===== src/hw/rtl/alm_pkg.sv =====
// Shared types and constants for the audio level meter.
`timescale 1ns / 1ps

package alm_pkg;

    typedef logic [9:0] sample_t;
    typedef logic [9:0] amp_t;
    typedef logic [6:0] pct_t;

    localparam logic [9:0]  MIDSCALE      = 10'd512;
    localparam logic [15:0] WINDOW_RESET  = 16'd2048;
    localparam logic [6:0]  PCT_SCALE     = 7'd100;
    localparam logic [2:0]  RMS_NUM       = 3'd7;
    // floor(x / 10) == (x * 205) >> 11 for x below 1029
    localparam logic [7:0]  DIV10_MUL     = 8'd205;
    localparam int          DIV10_SHIFT   = 11;
    localparam int          AMP_SHIFT     = 9;
    localparam int          ROOT_SHIFT    = 17;

    // integer square root of a 36-bit radicand, two bits a step
    localparam int          SQRT_STEPS    = 18;
    localparam int          ROOT_W        = 18;
    localparam int          SQ_REM_W      = 20;
    localparam int          RAD_W         = 36;
    localparam int          MSQ_W         = 19;

    localparam logic        REG_WINDOW_LENGTH = 1'b0;

endpackage


===== src/hw/rtl/audio_level_meter.sv =====
// Top level of the audio level meter: register port, front end, job queue, result engine.
`timescale 1ns / 1ps
//
// channel   direction  handshake                    payload
// -------   ---------  ---------------------------  ------------------------------------------
// samples   in         in_valid / in_ready          adc_sample[9:0]
// results   out        out_valid / out_ready        peak_percent, average_percent, rms_percent
// config    in         psel, penable, pwrite, pready paddr[2:0], pwdata, prdata (window_length)
//
// A sample is taken every cycle while the two-entry job queue has room.
// Each window close runs the result engine through its division, square-root
// and scaling states (ST_MUL_A, ST_MUL_B, ST_LOAD), and the engine goes back
// to idle before it takes the next job.
// Reset clears the window and sets window_length to 2048; no clearing pass.
// The output register holds a result under stall while the next job runs.

module audio_level_meter
    import alm_pkg::*;
#(
    parameter int COUNT_BITS = 16
)
(
    input  logic        clk,
    input  logic        rst_n,
    input  logic        psel,
    input  logic        penable,
    input  logic        pwrite,
    input  logic [2:0]  paddr,
    input  logic [31:0] pwdata,
    output logic [31:0] prdata,
    output logic        pready,
    input  logic        in_valid,
    output logic        in_ready,
    input  sample_t     adc_sample,
    output logic        out_valid,
    input  logic        out_ready,
    output pct_t        peak_percent,
    output pct_t        average_percent,
    output pct_t        rms_percent
);

    localparam int SUM_W = COUNT_BITS + 9;
    localparam int SQ_W  = COUNT_BITS + 18;
    localparam int JOB_W = 10 + SUM_W + SQ_W + COUNT_BITS;

    logic [15:0]           window_length_reg, window_length_next;
    logic                  reg_write;

    logic                  fr_valid, fr_ready;
    amp_t                  fr_peak;
    logic [SUM_W-1:0]      fr_sum;
    logic [SQ_W-1:0]       fr_sumsq;
    logic [COUNT_BITS-1:0] fr_count;

    logic                  bk_valid, bk_ready;
    logic [JOB_W-1:0]      bk_data;

    assign pready    = 1'b1;
    assign reg_write = psel && penable && pwrite && pready
                       && (paddr[2] == REG_WINDOW_LENGTH);

    always_comb
    begin
        window_length_next = reg_write ? pwdata[15:0] : window_length_reg;
        prdata = (paddr[2] == REG_WINDOW_LENGTH) ? {16'd0, window_length_reg} : 32'd0;
    end

    always_ff @(posedge clk or negedge rst_n)
    begin
        if (!rst_n)
        begin
            window_length_reg <= WINDOW_RESET;
        end
        else
        begin
            window_length_reg <= window_length_next;
        end
    end

    alm_front #(
        .COUNT_BITS (COUNT_BITS)
    ) u_front (
        .clk           (clk),
        .rst_n         (rst_n),
        .window_length (window_length_reg),
        .in_valid      (in_valid),
        .in_ready      (in_ready),
        .adc_sample    (adc_sample),
        .job_valid     (fr_valid),
        .job_ready     (fr_ready),
        .job_peak      (fr_peak),
        .job_sum       (fr_sum),
        .job_sumsq     (fr_sumsq),
        .job_count     (fr_count)
    );

    alm_queue #(
        .DATA_W (JOB_W)
    ) u_queue (
        .clk        (clk),
        .rst_n      (rst_n),
        .push_valid (fr_valid),
        .push_ready (fr_ready),
        .push_data  ({fr_peak, fr_sum, fr_sumsq, fr_count}),
        .pop_valid  (bk_valid),
        .pop_ready  (bk_ready),
        .pop_data   (bk_data)
    );

    alm_back #(
        .COUNT_BITS (COUNT_BITS)
    ) u_back (
        .clk             (clk),
        .rst_n           (rst_n),
        .job_valid       (bk_valid),
        .job_ready       (bk_ready),
        .job_peak        (bk_data[JOB_W-1 -: 10]),
        .job_sum         (bk_data[SQ_W+COUNT_BITS +: SUM_W]),
        .job_sumsq       (bk_data[COUNT_BITS +: SQ_W]),
        .job_count       (bk_data[COUNT_BITS-1:0]),
        .out_valid       (out_valid),
        .out_ready       (out_ready),
        .peak_percent    (peak_percent),
        .average_percent (average_percent),
        .rms_percent     (rms_percent)
    );

endmodule


===== src/hw/rtl/alm_front.sv =====
// Front end: amplitude, window accumulators and job hand-off at window close.
`timescale 1ns / 1ps

module alm_front
    import alm_pkg::*;
#(
    parameter int COUNT_BITS = 16
)
(
    input  logic                       clk,
    input  logic                       rst_n,
    input  logic [15:0]                window_length,
    input  logic                       in_valid,
    output logic                       in_ready,
    input  sample_t                    adc_sample,
    output logic                       job_valid,
    input  logic                       job_ready,
    output amp_t                       job_peak,
    output logic [COUNT_BITS+8:0]      job_sum,
    output logic [COUNT_BITS+17:0]     job_sumsq,
    output logic [COUNT_BITS-1:0]      job_count
);

    localparam int SUM_W = COUNT_BITS + 9;
    localparam int SQ_W  = COUNT_BITS + 18;
    localparam int CMP_W = (COUNT_BITS > 16) ? COUNT_BITS : 16;

    logic [COUNT_BITS-1:0] samples_seen_reg, samples_seen_next;
    amp_t                  peak_reg, peak_next;
    logic [SUM_W-1:0]      sum_reg, sum_next;
    logic [SQ_W-1:0]       sumsq_reg, sumsq_next;

    amp_t                  amp;
    logic [19:0]           amp_sq;
    amp_t                  peak_upd;
    logic [SUM_W-1:0]      sum_upd;
    logic [SQ_W-1:0]       sumsq_upd;
    logic [COUNT_BITS-1:0] count_upd;
    logic [15:0]           wl_eff;
    logic                  close_win;
    logic                  accept;

    assign in_ready = job_ready;
    assign accept   = in_valid && in_ready;

    always_comb
    begin
        amp       = adc_sample[9] ? {1'b0, adc_sample[8:0]} : (MIDSCALE - adc_sample);
        amp_sq    = amp * amp;
        peak_upd  = (amp > peak_reg) ? amp : peak_reg;
        sum_upd   = sum_reg + SUM_W'(amp);
        sumsq_upd = sumsq_reg + SQ_W'(amp_sq);
        count_upd = samples_seen_reg + 1'b1;
        wl_eff    = (window_length == 16'd0) ? 16'd1 : window_length;
        // close on reaching the length, or at the counter limit
        close_win = (CMP_W'(count_upd) >= CMP_W'(wl_eff)) || (&count_upd);
    end

    assign job_valid = accept && close_win;
    assign job_peak  = peak_upd;
    assign job_sum   = sum_upd;
    assign job_sumsq = sumsq_upd;
    assign job_count = count_upd;

    always_comb
    begin
        samples_seen_next = samples_seen_reg;
        peak_next         = peak_reg;
        sum_next          = sum_reg;
        sumsq_next        = sumsq_reg;
        if (accept)
        begin
            if (close_win)
            begin
                samples_seen_next = '0;
                peak_next         = '0;
                sum_next          = '0;
                sumsq_next        = '0;
            end
            else
            begin
                samples_seen_next = count_upd;
                peak_next         = peak_upd;
                sum_next          = sum_upd;
                sumsq_next        = sumsq_upd;
            end
        end
    end

    always_ff @(posedge clk or negedge rst_n)
    begin
        if (!rst_n)
        begin
            samples_seen_reg <= '0;
            peak_reg         <= '0;
            sum_reg          <= '0;
            sumsq_reg        <= '0;
        end
        else
        begin
            samples_seen_reg <= samples_seen_next;
            peak_reg         <= peak_next;
            sum_reg          <= sum_next;
            sumsq_reg        <= sumsq_next;
        end
    end

    a_count_below_limit: assert property (@(posedge clk) disable iff (!rst_n)
        !(&samples_seen_reg))
        else $error("sample count reached limit without closing window");

    a_clear_after_close: assert property (@(posedge clk) disable iff (!rst_n)
        job_valid |=> (samples_seen_reg == '0) && (sum_reg == '0) && (sumsq_reg == '0))
        else $error("accumulators not cleared after window close");

endmodule


===== src/hw/rtl/alm_queue.sv =====
// Two-entry job queue between the front end and the result engine.
`timescale 1ns / 1ps

module alm_queue
#(
    parameter int DATA_W = 8
)
(
    input  logic              clk,
    input  logic              rst_n,
    input  logic              push_valid,
    output logic              push_ready,
    input  logic [DATA_W-1:0] push_data,
    output logic              pop_valid,
    input  logic              pop_ready,
    output logic [DATA_W-1:0] pop_data
);

    logic [DATA_W-1:0] slot_reg [2];
    logic              wr_ptr_reg, wr_ptr_next;
    logic              rd_ptr_reg, rd_ptr_next;
    logic [1:0]        count_reg, count_next;
    logic              do_push, do_pop;

    assign push_ready = (count_reg != 2'd2);
    assign pop_valid  = (count_reg != 2'd0);
    assign pop_data   = slot_reg[rd_ptr_reg];
    assign do_push    = push_valid && push_ready;
    assign do_pop     = pop_valid && pop_ready;

    always_comb
    begin
        wr_ptr_next = do_push ? ~wr_ptr_reg : wr_ptr_reg;
        rd_ptr_next = do_pop ? ~rd_ptr_reg : rd_ptr_reg;
        count_next  = count_reg + {1'b0, do_push} - {1'b0, do_pop};
    end

    always_ff @(posedge clk)
    begin
        if (do_push)
        begin
            slot_reg[wr_ptr_reg] <= push_data;
        end
    end

    always_ff @(posedge clk or negedge rst_n)
    begin
        if (!rst_n)
        begin
            wr_ptr_reg <= 1'b0;
            rd_ptr_reg <= 1'b0;
            count_reg  <= 2'd0;
        end
        else
        begin
            wr_ptr_reg <= wr_ptr_next;
            rd_ptr_reg <= rd_ptr_next;
            count_reg  <= count_next;
        end
    end

    a_count_bound: assert property (@(posedge clk) disable iff (!rst_n)
        (count_reg != 2'd3) && ((count_reg == 2'd1) == (wr_ptr_reg != rd_ptr_reg)))
        else $error("queue occupancy out of step with pointers");

endmodule


===== src/hw/rtl/alm_back.sv =====
// Result engine: window divisions, fixed-point square root, percent scaling.
`timescale 1ns / 1ps

module alm_back
    import alm_pkg::*;
#(
    parameter int COUNT_BITS = 16
)
(
    input  logic                       clk,
    input  logic                       rst_n,
    input  logic                       job_valid,
    output logic                       job_ready,
    input  amp_t                       job_peak,
    input  logic [COUNT_BITS+8:0]      job_sum,
    input  logic [COUNT_BITS+17:0]     job_sumsq,
    input  logic [COUNT_BITS-1:0]      job_count,
    output logic                       out_valid,
    input  logic                       out_ready,
    output pct_t                       peak_percent,
    output pct_t                       average_percent,
    output pct_t                       rms_percent
);

    localparam int QW        = COUNT_BITS + 18;
    localparam int DIV_STEPS = QW;
    localparam int STEP_W    = $clog2(DIV_STEPS + 1);

    localparam logic [2:0] ST_IDLE  = 3'd0;
    localparam logic [2:0] ST_DIV   = 3'd1;
    localparam logic [2:0] ST_SQRT  = 3'd2;
    localparam logic [2:0] ST_MUL_A = 3'd3;
    localparam logic [2:0] ST_MUL_B = 3'd4;
    localparam logic [2:0] ST_LOAD  = 3'd5;

    logic [2:0]            state_reg, state_next;
    logic [STEP_W-1:0]     step_reg, step_next;
    amp_t                  peak_reg, peak_next;
    logic [COUNT_BITS-1:0] n_reg, n_next;
    logic [QW-1:0]         sum_q_reg, sum_q_next;
    logic [COUNT_BITS-1:0] sum_r_reg, sum_r_next;
    logic [QW-1:0]         sq_q_reg, sq_q_next;
    logic [COUNT_BITS-1:0] sq_r_reg, sq_r_next;
    logic [ROOT_W-1:0]     root_reg, root_next;
    logic [SQ_REM_W-1:0]   rem_reg, rem_next;
    logic [RAD_W-1:0]      rad_reg, rad_next;
    pct_t                  pk_pct_reg, pk_pct_next;
    pct_t                  avg_pct_reg, avg_pct_next;
    pct_t                  rms1_reg, rms1_next;
    logic [9:0]            rms7_reg, rms7_next;
    logic                  out_valid_reg, out_valid_next;
    pct_t                  peak_out_reg, peak_out_next;
    pct_t                  avg_out_reg, avg_out_next;
    pct_t                  rms_out_reg, rms_out_next;

    logic [COUNT_BITS:0]   sum_shift, sum_trial, sq_shift, sq_trial;
    logic [SQ_REM_W+1:0]   rt_shift, rt_trial;
    logic [15:0]           pk_prod, avg_prod;
    logic [24:0]           rms_prod;
    logic [17:0]           div10_prod;
    logic                  last_step;
    logic                  out_free;

    assign job_ready       = (state_reg == ST_IDLE);
    assign out_valid       = out_valid_reg;
    assign peak_percent    = peak_out_reg;
    assign average_percent = avg_out_reg;
    assign rms_percent     = rms_out_reg;
    assign out_free        = !out_valid_reg || out_ready;

    always_comb
    begin
        // one restoring-division step on each quotient
        sum_shift  = {sum_r_reg, sum_q_reg[QW-1]};
        sum_trial  = sum_shift - {1'b0, n_reg};
        sq_shift   = {sq_r_reg, sq_q_reg[QW-1]};
        sq_trial   = sq_shift - {1'b0, n_reg};
        // one digit of the square root
        rt_shift   = {rem_reg, rad_reg[RAD_W-1 -: 2]};
        rt_trial   = rt_shift - {2'b00, root_reg, 2'b01};
        pk_prod    = {6'd0, peak_reg} * {9'd0, PCT_SCALE};
        avg_prod   = {6'd0, sum_q_reg[9:0]} * {9'd0, PCT_SCALE};
        rms_prod   = {7'd0, root_reg} * {18'd0, PCT_SCALE};
        div10_prod = {8'd0, rms7_reg} * {10'd0, DIV10_MUL};
    end

    always_comb
    begin
        state_next     = state_reg;
        step_next      = step_reg;
        peak_next      = peak_reg;
        n_next         = n_reg;
        sum_q_next     = sum_q_reg;
        sum_r_next     = sum_r_reg;
        sq_q_next      = sq_q_reg;
        sq_r_next      = sq_r_reg;
        root_next      = root_reg;
        rem_next       = rem_reg;
        rad_next       = rad_reg;
        pk_pct_next    = pk_pct_reg;
        avg_pct_next   = avg_pct_reg;
        rms1_next      = rms1_reg;
        rms7_next      = rms7_reg;
        out_valid_next = out_valid_reg && !out_ready;
        peak_out_next  = peak_out_reg;
        avg_out_next   = avg_out_reg;
        rms_out_next   = rms_out_reg;
        last_step      = 1'b0;

        unique case (state_reg)
            ST_IDLE:
            begin
                if (job_valid)
                begin
                    peak_next  = job_peak;
                    n_next     = job_count;
                    sum_q_next = QW'(job_sum);
                    sum_r_next = '0;
                    sq_q_next  = job_sumsq;
                    sq_r_next  = '0;
                    step_next  = '0;
                    state_next = ST_DIV;
                end
            end
            ST_DIV:
            begin
                if (!sum_trial[COUNT_BITS])
                begin
                    sum_r_next = sum_trial[COUNT_BITS-1:0];
                    sum_q_next = {sum_q_reg[QW-2:0], 1'b1};
                end
                else
                begin
                    sum_r_next = sum_shift[COUNT_BITS-1:0];
                    sum_q_next = {sum_q_reg[QW-2:0], 1'b0};
                end
                if (!sq_trial[COUNT_BITS])
                begin
                    sq_r_next = sq_trial[COUNT_BITS-1:0];
                    sq_q_next = {sq_q_reg[QW-2:0], 1'b1};
                end
                else
                begin
                    sq_r_next = sq_shift[COUNT_BITS-1:0];
                    sq_q_next = {sq_q_reg[QW-2:0], 1'b0};
                end
                last_step = (step_reg == STEP_W'(DIV_STEPS - 1));
                step_next = step_reg + 1'b1;
                if (last_step)
                begin
                    // radicand is the mean square with 16 fraction bits
                    rad_next   = {1'b0, sq_q_next[MSQ_W-1:0], 16'd0};
                    root_next  = '0;
                    rem_next   = '0;
                    step_next  = '0;
                    state_next = ST_SQRT;
                end
            end
            ST_SQRT:
            begin
                if (!rt_trial[SQ_REM_W+1])
                begin
                    rem_next  = rt_trial[SQ_REM_W-1:0];
                    root_next = {root_reg[ROOT_W-2:0], 1'b1};
                end
                else
                begin
                    rem_next  = rt_shift[SQ_REM_W-1:0];
                    root_next = {root_reg[ROOT_W-2:0], 1'b0};
                end
                rad_next  = {rad_reg[RAD_W-3:0], 2'b00};
                step_next = step_reg + 1'b1;
                if (step_reg == STEP_W'(SQRT_STEPS - 1))
                begin
                    state_next = ST_MUL_A;
                end
            end
            ST_MUL_A:
            begin
                pk_pct_next  = pk_prod[AMP_SHIFT +: 7];
                avg_pct_next = avg_prod[AMP_SHIFT +: 7];
                rms1_next    = rms_prod[ROOT_SHIFT +: 7];
                state_next   = ST_MUL_B;
            end
            ST_MUL_B:
            begin
                rms7_next  = {3'd0, rms1_reg} * {7'd0, RMS_NUM};
                state_next = ST_LOAD;
            end
            ST_LOAD:
            begin
                if (out_free)
                begin
                    out_valid_next = 1'b1;
                    peak_out_next  = pk_pct_reg;
                    avg_out_next   = avg_pct_reg;
                    rms_out_next   = div10_prod[DIV10_SHIFT +: 7];
                    state_next     = ST_IDLE;
                end
            end
            default:
            begin
                state_next = ST_IDLE;
            end
        endcase
    end

    always_ff @(posedge clk)
    begin
        step_reg     <= step_next;
        peak_reg     <= peak_next;
        n_reg        <= n_next;
        sum_q_reg    <= sum_q_next;
        sum_r_reg    <= sum_r_next;
        sq_q_reg     <= sq_q_next;
        sq_r_reg     <= sq_r_next;
        root_reg     <= root_next;
        rem_reg      <= rem_next;
        rad_reg      <= rad_next;
        pk_pct_reg   <= pk_pct_next;
        avg_pct_reg  <= avg_pct_next;
        rms1_reg     <= rms1_next;
        rms7_reg     <= rms7_next;
        peak_out_reg <= peak_out_next;
        avg_out_reg  <= avg_out_next;
        rms_out_reg  <= rms_out_next;
    end

    always_ff @(posedge clk or negedge rst_n)
    begin
        if (!rst_n)
        begin
            state_reg     <= ST_IDLE;
            out_valid_reg <= 1'b0;
        end
        else
        begin
            state_reg     <= state_next;
            out_valid_reg <= out_valid_next;
        end
    end

    a_result_range: assert property (@(posedge clk) disable iff (!rst_n)
        out_valid_reg |-> (peak_out_reg <= PCT_SCALE) && (avg_out_reg <= PCT_SCALE)
                          && (rms_out_reg <= 7'd70))
        else $error("result percentage out of range");

    a_sqrt_steps: assert property (@(posedge clk) disable iff (!rst_n)
        (state_reg == ST_SQRT) |-> (step_reg < STEP_W'(SQRT_STEPS)))
        else $error("square root ran past its digit count");

    a_hold_result: assert property (@(posedge clk) disable iff (!rst_n)
        (out_valid_reg && !out_ready) |=> out_valid_reg && $stable(rms_out_reg))
        else $error("pending result lost or changed");

endmodule

===== config.mk =====
export PLATFORM = sky130hd
export DESIGN_NAME = audio_level_meter
export DESIGN_NICKNAME = d
export VERILOG_FILES = /design/src/hw/rtl/alm_pkg.sv /design/src/hw/rtl/audio_level_meter.sv /design/src/hw/rtl/alm_front.sv /design/src/hw/rtl/alm_queue.sv /design/src/hw/rtl/alm_back.sv
export SDC_FILE = /design/constraint.sdc
export NUM_CORES = 1
export LEC_CHECK = 0
export BUFFER_PORTS_ARGS = -buffer_cell sky130_fd_sc_hd__buf_2
export CORE_AREA = 2 2 272 274
export DETAILED_ROUTE_END_ITERATION = 10
export DIE_AREA = 0 0 274 276
export GPL_TIMING_DRIVEN = 1
export PLACE_DENSITY = 0.68
export SETUP_SLACK_MARGIN = 0.5
export SYNTH_ARGS = -nofsm -noshare
export SYNTH_HDL_FRONTEND = slang
export SYNTH_SLANG_ARGS = --single-unit
export TNS_END_PERCENT = 5

===== constraint.sdc =====
create_clock -name clk -period 17.96 [get_ports clk]
set_input_delay 0.898 -clock clk [delete_from_list [all_inputs] [get_ports clk]]
set_output_delay 0.898 -clock clk [all_outputs]
set_load 0.01 [all_outputs]

==> impl_metrics.env <==
export IMPL_outcome="finished, final reports clean"
export IMPL_design_core_area_sq_um=72600
export IMPL_gp_congestion=0.815
export IMPL_first_iter_violations=1085
export IMPL_diodes=0
export IMPL_clock_skew_final_ns=0.0208
export IMPL_post_synth_edffs=412
export IMPL_routed_via_count=20500
export IMPL_maxSlewViolCount=0
export IMPL_fmaxAchievable_ghz=0.122
export IMPL_r2r_worst_path_cells=17
export IMPL_tritoncts_clock_tree="done"
export IMPL_synthesis_area_sq_um=32500
export IMPL_max_clock_path_buffers=3
export IMPL_synth_main_ff_cell="sky130_fd_sc_hd__edfxtp_1"
export IMPL_critical_path_data_arrival_time_ns=8.71
export IMPL_clock_tree_htree_level_count=2
export IMPL_synth_top_cell_by_area="sky130_fd_sc_hd__edfxtp_1"
export IMPL_fraction_of_final_layout_cells_with_drive_strength_greater_than_1_pct=8.95
export IMPL_critical_path_buf_inv_count=7
export IMPL_number_of_cells_upsized_or_downsized_after_cts=0
export IMPL_worst_r2r_setup_slack_ns=13.17
export IMPL_post_cts_repair_setup_buffers=0
export IMPL_rows=99
export IMPL_drtAntennaViolNets=0
export IMPL_finalHoldViolations=0
export IMPL_largest_reg_flops=170
export IMPL_via_per_inst=5.17
export IMPL_avgRoutedWirePerCell_microns=15.4
export IMPL_io_buffers=72
export IMPL_cap_viol_max_count=0
export IMPL_worstSetupEndpoint="u_front.sumsq_reg[31]$_DFFE_PN0P_"
export IMPL_start_util_pct=44.7
export IMPL_critical_path_end_type="register"
export IMPL_synthCells=2896
export IMPL_maximum_number_of_pins_on_one_net_before_global_route_repair=118
export IMPL_timing_rr_start="u_front.sumsq_reg[8]$_DFFE_PN0P_"
export IMPL_hold_path_class="primary input to async pin"
export IMPL_cp_slowest_stage_delay_ns=0.57
export IMPL_power_density_nw_per_um2=189
export IMPL_cts_hold_fix_buffers=0
export IMPL_cts_buffers_inserted=54
export IMPL_asyncSetResetFlopFracSynth_pct=20.9
export IMPL_final_period_utilization_pct=45.7
export IMPL_drcViolationCount=0
export IMPL_clk_latency_ns=0.61
export IMPL_synth_simple_gate_area_share_pct=9.44
export IMPL_headroom_to_the_max_slew_limit_pct=22.9
export IMPL_critPathTopFamily="adder cells"
export IMPL_critPathSlowestCell="sky130_fd_sc_hd__or4_1"
export IMPL_synth_top_family_by_area="adder cells"
export IMPL_via_count_of_the_first_global_routing_pass=20800
export IMPL_terminus_of_the_critical_flop_to_flop_path="u_front.sumsq_reg[31]$_DFFE_PN0P_"
export IMPL_finalWirelength_microns=61100
export IMPL_dieArea_sq_um=75600
export IMPL_cts_sink_count=521
export IMPL_total_negative_setup_slacks_ns=0
export IMPL_peakVddDrop_mv=0.213
export IMPL_syn_to_final_growth_pct=9.84
export IMPL_die_w_microns=274
export IMPL_first_pass_grt_wire_length_microns=104000
export IMPL_total_number_of_cells_along_the_worst_setup_path=28
export IMPL_timing_critical_path_fanout_max=9
export IMPL_timing_critical_path_required_ns=18.47
export IMPL_synth_compound_area_share_pct=9.28
export IMPL_grt_overflow=0
export IMPL_critPathMostFrequentCell="sky130_fd_sc_hd__inv_1"
export IMPL_timing_final_crit_period_ns=8.20
export IMPL_cts_clk_slew_worst_paths_ns=0.06
export IMPL_worst_setup_path_type="primary input to register"
export IMPL_yosysTopAreaCellShare_pct=38.1
export IMPL_setup_viol=0
export IMPL_postSynthAreaPerCell_sq_um=11.2
export IMPL_ys_types=82
export IMPL_die_h_microns=276
export IMPL_antenna_found_initial=0
export IMPL_total_iterations_of_the_first_detailed_routing_run=6
export IMPL_startpoint="adc_sample[0]"
export IMPL_root_buffer="sky130_fd_sc_hd__clkbuf_16"
export IMPL_synth_seq_area_share_pct=46.5
export IMPL_global_route_usage_total_pct=16.6
export IMPL_synth_xor_xnor_area_share_pct=4.32
export IMPL_dp_cells=3865
export IMPL_place_hpwl_microns=42700
export IMPL_yosys_warnings=0
export IMPL_boundaryPins=108
export IMPL_power_leakage_nw=16.0
export IMPL_finalNonFillerCells=3966
export IMPL_setup_worst_path_start_class="primary input"
export IMPL_final_nets=3449
export IMPL_ys_top_cells_by_area="sky130_fd_sc_hd__edfxtp_1, sky130_fd_sc_hd__ha_1, sky130_fd_sc_hd__dfrtp_1, sky130_fd_sc_hd__fa_1, sky130_fd_sc_hd__inv_1"
export IMPL_tightest_slew_ns=1.15
export IMPL_synth_fa_ha_area_share_pct=19.4
export IMPL_postSynthRegisterBits=521
export IMPL_unrepaired_setup_endpoints_after_global_routing="no"
export IMPL_synth_mux_area_share_pct=5.00
[layout make-up]
cell class,count,area [sq um]
multi-input cells,1902,15600
fillers,6502,36900
repair buffers,94,528
well taps,959,1200
inverters,389,1460
clock inverters,33,372
flip-flops and latches,521,15100
clock buffers,68,1420
[cell families after synthesis]
| group | count (synthesis) |
|---|---|
| compound gates | 463 |
| other cells | 2 |
| xor+xnor | 160 |
| buf+inv | 495 |
| fa+ha+maj | 435 |
| simple gates | 664 |
| mux | 156 |
| flops | 521 |
[worst min-delay path by stage]
stage	end	start	depth (start not counted)	slack [ns]
after floorplan	u_back.average_percent[0]$_DFFE_PP_	u_back.avg_pct_reg[0]$_DFFE_PN_	0	0.40
after global placement	u_back.peak_percent[6]$_DFFE_PP_	u_back.pk_pct_reg[6]$_DFFE_PN_	0	0.40
after detailed placement	u_back.peak_percent[5]$_DFFE_PP_	u_back.pk_pct_reg[5]$_DFFE_PN_	0	0.40
after CTS	window_length_reg[13]$_DFFE_PN0P_	rst_n	1	0.36
after global routing	window_length_reg[13]$_DFFE_PN0P_	rst_n	1	0.39
final	window_length_reg[13]$_DFFE_PN0P_	rst_n	1	0.35
[metal layers]
metal	GRT usage (%)	wire, microns	vias to the layer above
met5	0	0	-
met4	4.79	1460	0
met3	2.07	2120	92
met2	28.0	29400	302
met1	22.4	28100	9944
li1	-	-	10200
[through the flow]
| step | cell area, sq um | power, mW | util (%) | worst slack (ns) | hold slack [ns] |
|---|---|---|---|---|---|
| 2_1_floorplan | 32500 | 4.86 | - | 8.93 | 0.400 |
| 3_3_place_gp | 33900 | 5.56 | 46.6 | 9.27 | 0.400 |
| 3_5_place_dp | 33900 | 5.65 | 46.6 | 9.16 | 0.405 |
| 4_1_cts | 35700 | 6.83 | 49.1 | 9.79 | 0.361 |
| 5_1_grt | 35700 | 7.39 | 49.1 | 9.25 | 0.388 |
| 6_report | 35700 | 6.75 | 49.1 | 9.76 | 0.353 |
[power by group]
group / switching [mW] / internal (mW)
registers: 0.181 / 1.92
clock network: 0.484 / 0.654
logic: 2.07 / 1.45
[worst reg2reg max path: stages, from the launching register on]
cell and delay, ns:
sky130_fd_sc_hd__dfrtp_1 0.32, sky130_fd_sc_hd__inv_1 0.06, sky130_fd_sc_hd__fa_1 0.53, sky130_fd_sc_hd__inv_1 0.05
sky130_fd_sc_hd__fa_1 0.47, sky130_fd_sc_hd__inv_1 0.05, sky130_fd_sc_hd__fa_1 0.53, sky130_fd_sc_hd__inv_1 0.04
sky130_fd_sc_hd__ha_1 0.35, sky130_fd_sc_hd__and2_1 0.19, sky130_fd_sc_hd__nand3_1 0.08, sky130_fd_sc_hd__or3_1 0.32
sky130_fd_sc_hd__a31oi_1 0.24, sky130_fd_sc_hd__o21ai_0 0.15, sky130_fd_sc_hd__a21oi_2 0.33, sky130_fd_sc_hd__a31oi_1 0.33
sky130_fd_sc_hd__or4_1 0.57, sky130_fd_sc_hd__o221ai_1 0.08
[Yosys cell counts (59+ instances only)]
cell type / n
sky130_fd_sc_hd__mux2i_1: 108
sky130_fd_sc_hd__xnor2_1: 112
sky130_fd_sc_hd__o21ai_0: 144
sky130_fd_sc_hd__fa_1: 113
sky130_fd_sc_hd__nand2_1: 252
sky130_fd_sc_hd__ha_1: 322
sky130_fd_sc_hd__a21oi_1: 84
sky130_fd_sc_hd__inv_1: 387
sky130_fd_sc_hd__nor2_1: 188
sky130_fd_sc_hd__dfrtp_1: 108
sky130_fd_sc_hd__clkbuf_1: 59
sky130_fd_sc_hd__edfxtp_1: 412
[placed cells by master (no fill, tap or decap), drive strengths merged, types with 85 or more instances in the layout]
| cell | instances |
|---|---|
| a21oi | 85 |
| buf | 94 |
| dfrtp | 108 |
| edfxtp | 412 |
| fa | 113 |
| ha | 322 |
| inv | 391 |
| mux2i | 108 |
| nand2 | 253 |
| nor2 | 191 |
| o21ai | 164 |
| xnor2 | 112 |
(Power assumes the default switching activity.)
